[src/design/hdtt_pkg.sv]
// ----------------------------------------------------------------------------
// hdtt_pkg
// Shared types, constants and helpers for the device tracking table.
// ----------------------------------------------------------------------------
package hdtt_pkg;

  localparam int TableDepthDefault = 16;
  localparam logic [31:0] FnvBasis = 32'd2166136261;
  localparam logic [31:0] FnvPrime = 32'd16777619;
  localparam logic [31:0] RateWindowReset = 32'd10000;
  localparam logic [7:0] ThresholdReset = 8'd5;
  localparam logic [7:0] RateMax = 8'd255;

  localparam logic [1:0] OpObserve = 2'd0;
  localparam logic [1:0] OpRecount = 2'd1;
  localparam logic [1:0] OpClear = 2'd2;

  localparam logic CfgRateWindow = 1'b0;
  localparam logic CfgThreshold = 1'b1;

  localparam logic [1:0] KindUnknown = 2'd0;
  localparam logic [1:0] KindPhone = 2'd1;
  localparam logic [1:0] KindComputer = 2'd2;
  localparam logic [1:0] KindWearable = 2'd3;

  // Request passed from the front end to the back end.
  typedef struct packed {
    logic [1:0] op;
    logic [31:0] hash;
    logic [7:0] rssi;
    logic [31:0] now_ms;
    logic [1:0] kind;
  } req_t;

  function automatic logic [1:0] kind_of(input logic has_app, input logic [15:0] app,
                                         input logic has_svc);
    logic [1:0] k;
    k = has_svc ? KindPhone : KindUnknown;
    if (has_app) begin
      if (app >= 16'h0040 && app <= 16'h007F) k = KindPhone;
      else if (app >= 16'h0080 && app <= 16'h00BF) k = KindComputer;
      else if (app >= 16'h00C0 && app <= 16'h00FF) k = KindWearable;
    end
    return k;
  endfunction

endpackage

[src/design/hashed_device_tracking_table.sv]
// Observe walks the valid entries up to the match (all of them on a miss), then the
// whole table again on eviction. Recount walks every valid entry; clear and unused
// codes go straight to the finish state.
// The back end takes one request at a time, held by its sequential table walk; the
// front end may hash the next item meanwhile, one multiply per address byte.
// Synchronous active-high rst empties the table and loads register defaults.
// ----------------------------------------------------------------------------
// hashed_device_tracking_table
// FNV-1a keyed device table with oldest-entry replacement.
// ----------------------------------------------------------------------------
module hashed_device_tracking_table #(
  parameter int TableDepth = hdtt_pkg::TableDepthDefault
) (
  input  logic              clk,
  input  logic              rst,
  input  logic              cfg_valid,
  output logic              cfg_ready,
  input  logic [1:0]        cfg_index,
  input  logic [31:0]       cfg_data,
  input  logic              in_valid,
  output logic              in_ready,
  input  logic [1:0]        op,
  input  logic [47:0]       mac,
  input  logic signed [7:0] rssi,
  input  logic [31:0]       now_ms,
  input  logic              has_appearance,
  input  logic [15:0]       appearance,
  input  logic              has_service,
  output logic              out_valid,
  input  logic              out_ready,
  output logic [3:0]        entry_index,
  output logic              matched,
  output logic              evicted,
  output logic [31:0]       addr_hash,
  output logic [1:0]        kind,
  output logic [7:0]        rate_count,
  output logic [4:0]        entry_count,
  output logic [4:0]        flagged_count
);

  hdtt_pkg::req_t f_req, q_req;
  logic f_valid, f_ready, q_valid, q_ready;

  hdtt_front u_front (
    .clk, .rst, .in_valid, .in_ready, .op, .mac, .rssi, .now_ms,
    .has_appearance, .appearance, .has_service,
    .req_valid(f_valid), .req_ready(f_ready), .req(f_req)
  );

  hdtt_fifo u_fifo (
    .clk, .rst, .wr_valid(f_valid), .wr_ready(f_ready), .wr_data(f_req),
    .rd_valid(q_valid), .rd_ready(q_ready), .rd_data(q_req)
  );

  hdtt_back #(.TableDepth(TableDepth)) u_back (
    .clk, .rst, .cfg_valid, .cfg_ready, .cfg_index(cfg_index[0]),
    .cfg_hi_zero(!cfg_index[1]), .cfg_data,
    .req_valid(q_valid), .req_ready(q_ready), .req(q_req),
    .out_valid, .out_ready, .entry_index, .matched, .evicted, .addr_hash,
    .kind, .rate_count, .entry_count, .flagged_count
  );

endmodule

[src/design/hdtt_front.sv]
// ----------------------------------------------------------------------------
// hdtt_front
// Accepts items, hashes the address one byte per cycle, classifies the type.
// ----------------------------------------------------------------------------
module hdtt_front (
  input  logic                clk,
  input  logic                rst,
  input  logic                in_valid,
  output logic                in_ready,
  input  logic [1:0]          op,
  input  logic [47:0]         mac,
  input  logic signed [7:0]   rssi,
  input  logic [31:0]         now_ms,
  input  logic                has_appearance,
  input  logic [15:0]         appearance,
  input  logic                has_service,
  output logic                req_valid,
  input  logic                req_ready,
  output hdtt_pkg::req_t      req
);

  logic busy;
  logic [2:0] step;
  logic [47:0] mac_sh;
  logic [31:0] h;
  logic [31:0] h_mix;
  logic [31:0] prod;

  assign in_ready = !busy && !req_valid;
  assign h_mix = h ^ {24'd0, mac_sh[47:40]};
  // only the low word of the product is kept
  assign prod = h_mix * hdtt_pkg::FnvPrime;

  always_ff @(posedge clk) begin
    if (rst) begin
      busy <= 1'b0;
      req_valid <= 1'b0;
      step <= 3'd0;
    end else begin
      if (req_valid && req_ready) req_valid <= 1'b0;
      if (in_valid && in_ready) begin
        req.op <= op;
        req.rssi <= rssi;
        req.now_ms <= now_ms;
        req.kind <= hdtt_pkg::kind_of(has_appearance, appearance, has_service);
        mac_sh <= mac;
        h <= hdtt_pkg::FnvBasis;
        step <= 3'd0;
        if (op == hdtt_pkg::OpObserve) busy <= 1'b1;
        else begin
          req.hash <= 32'd0;
          req_valid <= 1'b1;
        end
      end else if (busy) begin
        // fold one byte per cycle, high byte first
        h <= prod;
        mac_sh <= {mac_sh[39:0], 8'd0};
        step <= step + 3'd1;
        if (step == 3'd5) begin
          busy <= 1'b0;
          req.hash <= prod;
          req_valid <= 1'b1;
        end
      end
    end
  end

endmodule

[src/design/hdtt_fifo.sv]
// ----------------------------------------------------------------------------
// hdtt_fifo
// Two-entry request queue between the front and back ends.
// ----------------------------------------------------------------------------
module hdtt_fifo (
  input  logic           clk,
  input  logic           rst,
  input  logic           wr_valid,
  output logic           wr_ready,
  input  hdtt_pkg::req_t wr_data,
  output logic           rd_valid,
  input  logic           rd_ready,
  output hdtt_pkg::req_t rd_data
);

  hdtt_pkg::req_t slots [2];
  logic wp, rp;
  logic [1:0] cnt;

  assign wr_ready = cnt != 2'd2;
  assign rd_valid = cnt != 2'd0;
  assign rd_data = slots[rp];

  always_ff @(posedge clk) begin
    if (rst) begin
      wp <= 1'b0;
      rp <= 1'b0;
      cnt <= 2'd0;
    end else begin
      if (wr_valid && wr_ready) begin
        slots[wp] <= wr_data;
        wp <= ~wp;
      end
      if (rd_valid && rd_ready) rp <= ~rp;
      cnt <= cnt + 2'(wr_valid && wr_ready) - 2'(rd_valid && rd_ready);
    end
  end

endmodule

[src/design/hdtt_back.sv]
// ----------------------------------------------------------------------------
// hdtt_back
// Walks the table one entry per cycle to search, pick the oldest or recount.
// ----------------------------------------------------------------------------
module hdtt_back #(
  parameter int TableDepth = hdtt_pkg::TableDepthDefault
) (
  input  logic           clk,
  input  logic           rst,
  input  logic           cfg_valid,
  output logic           cfg_ready,
  input  logic           cfg_index,
  input  logic           cfg_hi_zero,
  input  logic [31:0]    cfg_data,
  input  logic           req_valid,
  output logic           req_ready,
  input  hdtt_pkg::req_t req,
  output logic           out_valid,
  input  logic           out_ready,
  output logic [3:0]     entry_index,
  output logic           matched,
  output logic           evicted,
  output logic [31:0]    addr_hash,
  output logic [1:0]     kind,
  output logic [7:0]     rate_count,
  output logic [4:0]     entry_count,
  output logic [4:0]     flagged_count
);

  localparam int IW = (TableDepth > 1) ? $clog2(TableDepth) : 1;
  localparam int CW = $clog2(TableDepth + 1);

  typedef enum logic [4:0] {
    S_IDLE   = 5'b00001,
    S_SEARCH = 5'b00010,
    S_OLDEST = 5'b00100,
    S_COUNT  = 5'b01000,
    S_FINISH = 5'b10000
  } state_t;

  state_t state;
  logic [31:0] rate_window;
  logic [7:0] threshold;
  logic [31:0] tab_hash [TableDepth];
  logic [7:0] tab_rssi [TableDepth];
  logic [31:0] tab_seen [TableDepth];
  logic [7:0] tab_rate [TableDepth];
  logic [1:0] tab_kind [TableDepth];
  logic [TableDepth-1:0] tab_flag;
  logic [CW-1:0] valid_entries, flagged_total;
  hdtt_pkg::req_t cur;
  logic [CW-1:0] scan;
  logic [IW-1:0] sel;
  logic [31:0] oldest;
  logic hit;
  logic [31:0] delta;
  logic [IW-1:0] si;

  assign cfg_ready = 1'b1;
  assign req_ready = (state == S_IDLE) && !out_valid;
  assign si = scan[IW-1:0];
  assign delta = cur.now_ms - tab_seen[sel];

  always_ff @(posedge clk) begin
    if (rst) begin
      state <= S_IDLE;
      out_valid <= 1'b0;
      valid_entries <= '0;
      flagged_total <= '0;
      tab_flag <= '0;
      rate_window <= hdtt_pkg::RateWindowReset;
      threshold <= hdtt_pkg::ThresholdReset;
    end else begin
      if (cfg_valid && cfg_hi_zero) begin
        if (cfg_index == hdtt_pkg::CfgRateWindow) rate_window <= cfg_data;
        else threshold <= cfg_data[7:0];
      end
      if (out_valid && out_ready) out_valid <= 1'b0;
      unique case (state)
        S_IDLE: begin
          if (req_valid && req_ready) begin
            cur <= req;
            scan <= '0;
            hit <= 1'b0;
            sel <= '0;
            if (req.op == hdtt_pkg::OpObserve) state <= S_SEARCH;
            else if (req.op == hdtt_pkg::OpRecount) begin
              flagged_total <= '0;
              state <= S_COUNT;
            end else begin
              if (req.op == hdtt_pkg::OpClear) begin
                valid_entries <= '0;
                flagged_total <= '0;
              end
              state <= S_FINISH;
            end
          end
        end
        S_SEARCH: begin
          if (scan >= valid_entries) begin
            if (valid_entries < CW'(TableDepth)) begin
              sel <= IW'(valid_entries);
              valid_entries <= valid_entries + CW'(1);
              state <= S_FINISH;
            end else begin
              oldest <= tab_seen[0];
              sel <= '0;
              scan <= CW'(1);
              state <= S_OLDEST;
            end
          end else if (tab_hash[si] == cur.hash) begin
            sel <= si;
            hit <= 1'b1;
            state <= S_FINISH;
          end else scan <= scan + CW'(1);
        end
        S_OLDEST: begin
          if (scan >= CW'(TableDepth)) state <= S_FINISH;
          else begin
            if (tab_seen[si] < oldest) begin
              oldest <= tab_seen[si];
              sel <= si;
            end
            scan <= scan + CW'(1);
          end
        end
        S_COUNT: begin
          if (scan >= valid_entries) state <= S_FINISH;
          else begin
            if (tab_rate[si] >= threshold) begin
              tab_flag[si] <= 1'b1;
              flagged_total <= flagged_total + CW'(1);
            end
            scan <= scan + CW'(1);
          end
        end
        S_FINISH: begin
          entry_index <= '0;
          matched <= 1'b0;
          evicted <= 1'b0;
          addr_hash <= '0;
          kind <= '0;
          rate_count <= '0;
          entry_count <= 5'(valid_entries);
          flagged_count <= 5'(flagged_total);
          if (cur.op == hdtt_pkg::OpObserve) begin
            entry_index <= 4'(sel);
            addr_hash <= cur.hash;
            tab_rssi[sel] <= cur.rssi;
            tab_seen[sel] <= cur.now_ms;
            if (hit) begin
              matched <= 1'b1;
              kind <= tab_kind[sel];
              if (delta < rate_window && tab_rate[sel] != hdtt_pkg::RateMax) begin
                tab_rate[sel] <= tab_rate[sel] + 8'd1;
                rate_count <= tab_rate[sel] + 8'd1;
              end else rate_count <= tab_rate[sel];
            end else begin
              // only the oldest-entry walk leaves scan at the table depth
              evicted <= (scan == CW'(TableDepth)) && (valid_entries == CW'(TableDepth));
              tab_hash[sel] <= cur.hash;
              tab_rate[sel] <= '0;
              tab_flag[sel] <= 1'b0;
              tab_kind[sel] <= cur.kind;
              kind <= cur.kind;
            end
          end
          out_valid <= 1'b1;
          state <= S_IDLE;
        end
        default: state <= S_IDLE;
      endcase
    end
  end

endmodule

[config.mk]
export PLATFORM = sky130hd
export DESIGN_NAME = hashed_device_tracking_table
export DESIGN_NICKNAME = d
export VERILOG_FILES = /design/src/design/hdtt_pkg.sv /design/src/design/hashed_device_tracking_table.sv /design/src/design/hdtt_front.sv /design/src/design/hdtt_fifo.sv /design/src/design/hdtt_back.sv
export SDC_FILE = /design/constraint.sdc
export NUM_CORES = 2
export LEC_CHECK = 0
export BUFFER_PORTS_ARGS = -buffer_cell sky130_fd_sc_hd__buf_2
export CAP_MARGIN = 20
export CORE_ASPECT_RATIO = 1.75
export CORE_UTILIZATION = 40
export CTS_BUF_LIST = sky130_fd_sc_hd__clkbuf_16
export CTS_CLUSTER_SIZE = 20
export DETAILED_ROUTE_END_ITERATION = 10
export PLACE_DENSITY_LB_ADDON = 0.05
export SLEW_MARGIN = 20
export SYNTH_ARGS = -nofsm -noshare
export SYNTH_HDL_FRONTEND = slang
export SYNTH_SLANG_ARGS = --single-unit
[constraint.sdc]
create_clock -name clk -period 9.54 [get_ports clk]
set_clock_uncertainty 0.1 [all_clocks]
set_input_delay 0.477 -clock clk [delete_from_list [all_inputs] [get_ports clk]]
set_output_delay 0.477 -clock clk [all_outputs]
set_load 0.1 [all_outputs]
==> summary.md <==
The area share of and/or/nand/nor cells after synthesis works out to 3.995%. The net count reported at finish came out at 5,442. In this run, synthesis inferred 1,636 flip-flops with an integrated enable. The arrival time at the worst endpoint was 8.31 ns; the total global routing track utilization was 22.05%. The first global-routing pass estimated 311,700 µm of wire. Clock tree synthesis selected as its root buffer the cell sky130_fd_sc_hd__clkbuf_16. The vias after detailed routing is 41,521.

Once placement finished, the instance area stood at 83,360 µm². After clock tree synthesis, the clock-pin slew on the worst setup and hold paths is 0.06 ns. After technology mapping, the gate count stands at 4,501.

Dividing the detail-routed wire length by the instance count gives 28.40 µm. Main combinational cell family by area after synthesis: multiplexers. After synthesis the cells add up to 78,790 µm². Entering global routing, the biggest net connects 90 pins. The layout has 17,070 filler cells. In the post-synthesis netlist, the biggest area contributors are sky130_fd_sc_hd__edfxtp_1 (62%), sky130_fd_sc_hd__mux4_2 (15%), sky130_fd_sc_hd__ha_1 (4.9%). The cell depth of the worst flop-to-flop path is 23. The worst pin sits at a relative slew slack of 28.58%. The clock period minus final worst setup slack came out at 7.992 ns. The post-route antenna net violation count is 0, and the post-synthesis share of cell area spent on full adders, half adders and majority gates is 6.765%. The portion of synthesized cell area occupied by the leading cell type was 62.35%; the mean area per synthesized cell was 17.51 µm². After synthesis, the most frequently instantiated cells are sky130_fd_sc_hd__edfxtp_1 (1,636), sky130_fd_sc_hd__mux4_2 (523), sky130_fd_sc_hd__inv_1 (346). The sequential cell area fraction in the yosys report is 64.23%. Initial core utilization: 40.23%. The run finished with clean final reports. In this run, synthesis produced a sequential element count of 1,710. STA classifies the critical path startpoint as a flip-flop. At the pin with the least slew margin, the transition time is 1.071 ns. After detailed routing, the total wire length is 217,200 µm.

STA classifies the critical path endpoint as a flip-flop. The synthesized netlist devotes 1.567% of its cell area to XOR and XNOR gates. The number of hold violations in the final report was 0; the number of buffers between clock root and the deepest sink was 4. The overall die height was 589.1 µm; the number of buffers inserted during clock tree synthesis was 174.

Dividing the detail-routed via count by the number of cells gives 5.428. The multi-input combinational cells in the finished layout cover a total of 26,200 µm². For this design, the sink count on the clock tree is 1,710. Area added between synthesis and finish: 13.86%. The hold-critical path depth is 2. Worst min-delay path category: input pin to flip-flop. For the final core utilization, the log shows 45.81%. The portion of synthesized area spent on multiplexers is 17.86%. The worst setup path is of the flip-flop to flip-flop kind. Yosys synthesis warning count: 0. The worst path uses 83.77% of the clock period.

In this run, distinct cell masters in the synthesized netlist total 83. The number of design-rule violations left by the first detailed-router iteration was 2,966. Summed over all instances, the cell type with the most area after synthesis is sky130_fd_sc_hd__edfxtp_1. The cell with the most instances after synthesis was sky130_fd_sc_hd__edfxtp_1. Row generation in the floorplan step produced 215 rows. Of all flip-flops after synthesis, the portion carrying an async set or reset was 0%.

The biggest fanout along the worst timing path is 29. Registers take 50,640 µm². The most used flip-flop cell after synthesis is sky130_fd_sc_hd__edfxtp_1. The data required time of the critical path is 9.86 ns, and the max-slew violation count is 0. TritonCTS built the clock tree. Setup violations remaining at the end of the flow were counted as 0. The I/O pin total is 208, and the die boundary width is 337.5 µm. Summed over all nets, the half-perimeter wirelength after detailed placement is 136,900 µm. For the clock insertion delay at the later pin of the skew report, the log shows 0.85 ns.

Setup repair after global routing left no endpoint under its margin. The floorplan step defined a die boundary enclosing 198,800 µm². The complex-gate fraction of the synthesized area is 2.757%. The finished cells cover 89,710 µm².

The run gives 6 as the initial antenna violation count. The core region is 195,800 µm². The via count of the first global-routing pass came out at 44,242. Post-CTS repair changed the size of 0 cells. The net count after synthesis was 5,029; the fraction of final layout cells sized beyond drive strength 1 was 24.67%. The routability congestion estimate from global placement came out at 0.8005. For this run, the top clock speed supported by timing is 0.1251 GHz.

CTS built an H-tree with a depth of 4. Max-cap violations in this run came to 0. For the remaining design rule violation count, the log shows 0.

The sum of negative setup slack was 0 ns; the number of optimization iterations in the first detailed-route pass was 5. The number of port buffers was 192. The total overflow left after global routing is 0.
==> path summary, 6_finish.rpt <==
path                                  from                              end  slack, ns
hold / removal                    in_valid  u_front.mac_sh[4]$_SDFFCE_PN0P_       0.11
setup reg to reg                 flip-flop  u_back.tab_rate[9][1]$_DFFE_PP_       1.55
hold reg to reg   u_front.req[9]$_DFFE_PP_     u_fifo.slots[1][9]$_DFFE_PP_       0.34
setup / recovery                 flip-flop  u_back.tab_rate[9][1]$_DFFE_PP_       1.55
==> sequential cells by signal, summed over array words and instances, names as in the netlist, 48 cells and up, named ones only <==
register	cells
u_back.cur	68
u_back.tab_hash	512
u_back.tab_rate	128
u_back.tab_seen	512
u_fifo.slots	136
u_front.mac_sh	48
u_front.req	68
==> cells in the final DEF, fill, tap and decap left out, types with 44 or more instances in the layout <==
cell                            netlist  final
sky130_fd_sc_hd__fa_1                75     75
sky130_fd_sc_hd__buf_2               36    191
sky130_fd_sc_hd__mux4_2             523    523
sky130_fd_sc_hd__clkbuf_16            0    177
sky130_fd_sc_hd__nor2_1             129    107
sky130_fd_sc_hd__a21oi_1            108    108
sky130_fd_sc_hd__nand3_1             44     44
sky130_fd_sc_hd__dlygate4sd3_1        0    121
sky130_fd_sc_hd__edfxtp_1          1636   1636
sky130_fd_sc_hd__xor2_1              58     58
sky130_fd_sc_hd__o21ai_0             45     45
sky130_fd_sc_hd__dfxtp_1             74     65
sky130_fd_sc_hd__inv_1              346    383
sky130_fd_sc_hd__a21o_1              52     52
sky130_fd_sc_hd__nand2_1            240    239
sky130_fd_sc_hd__xnor2_1             83     83
sky130_fd_sc_hd__mux2i_1             98     98
sky130_fd_sc_hd__and2_1              57     55
sky130_fd_sc_hd__ha_1               306    306
sky130_fd_sc_hd__mux2_2             103    103
sky130_fd_sc_hd__buf_4                8    115
==> cells by family (layout without fill, tap and decap cells) <==
group,Yosys count,count (layout)
DFF,1710,1710
muxes,734,734
and+or+nand+nor,657,657
buffers and inverters,547,1088
adders and majority gates,381,381
AOI/OAI and AO/OA,330,330
xor gates and xnor gates,141,141
other,1,4
==> stage by stage <==
| stage | cells | setup slack (ns) | hold slack (ns) |
|---|---|---|---|
| after floorplan | 4501 | 1.756 | 0.3172 |
| after global placement | 7220 | 1.433 | 0.3249 |
| after detailed placement | 7220 | 1.364 | 0.3304 |
| after CTS | 7645 | 1.307 | 0.03835 |
| after global routing | 7648 | 0.9354 | 0.08604 |
| final | 7649 | 1.548 | 0.1059 |
==> routing by layer <==
metal / up-vias / part of all wire [%] / track usage, %
li1: 18468 / - / -
met1: 21874 / 40 / 27.02
met2: 904 / 54 / 40.45
met3: 275 / 3.4 / 2.156
met4: 0 / 3.1 / 6.852
met5: - / 0 / 0
==> timing repair <==
action / 4_1_cts / 5_1_grt
endpoints found under the hold margin: 125 / 0
setup buffers: 0 / 0
hold buffers: 121 / 0
==> cell type report <==
class / count / area share [%]
flip-flops and latches: 1710 / 56.45
repair buffers: 435 / 3.557
inverters: 349 / 1.463
clock inverters: 127 / 0.7490
diodes: 3 / 0.008368
clock buffers: 177 / 4.937
well taps: 2604 / 3.632
multi-input cells: 2244 / 29.21
==> critical path, cell delays in order, from the launching register on <==
cell                        delay, ns
sky130_fd_sc_hd__dfxtp_4         0.78
sky130_fd_sc_hd__buf_4           0.36
sky130_fd_sc_hd__mux4_2          0.52
sky130_fd_sc_hd__mux4_2          0.47
sky130_fd_sc_hd__inv_1           0.07
sky130_fd_sc_hd__ha_1            0.25
sky130_fd_sc_hd__a2111o_1        0.37
sky130_fd_sc_hd__o2bb2ai_1       0.51
sky130_fd_sc_hd__o21ai_0         0.43
sky130_fd_sc_hd__o31ai_1         0.57
sky130_fd_sc_hd__a211o_1         0.27
sky130_fd_sc_hd__o21bai_1        0.08
sky130_fd_sc_hd__a21oi_1         0.17
sky130_fd_sc_hd__xnor2_1         0.13
sky130_fd_sc_hd__ha_1            0.24
sky130_fd_sc_hd__nand2_1         0.11
sky130_fd_sc_hd__nor3_1          0.06
sky130_fd_sc_hd__a211oi_1        0.20
sky130_fd_sc_hd__o21ai_0         0.14
sky130_fd_sc_hd__a21oi_1         0.14
sky130_fd_sc_hd__a2bb2oi_1       0.26
sky130_fd_sc_hd__nand3_2         0.22
sky130_fd_sc_hd__and2_1          0.38
sky130_fd_sc_hd__nor2_1          0.69
Power is left out: the tool's default activity adds up to more than one toggle a clock period on the data nets, which glitch-free logic cannot reach.
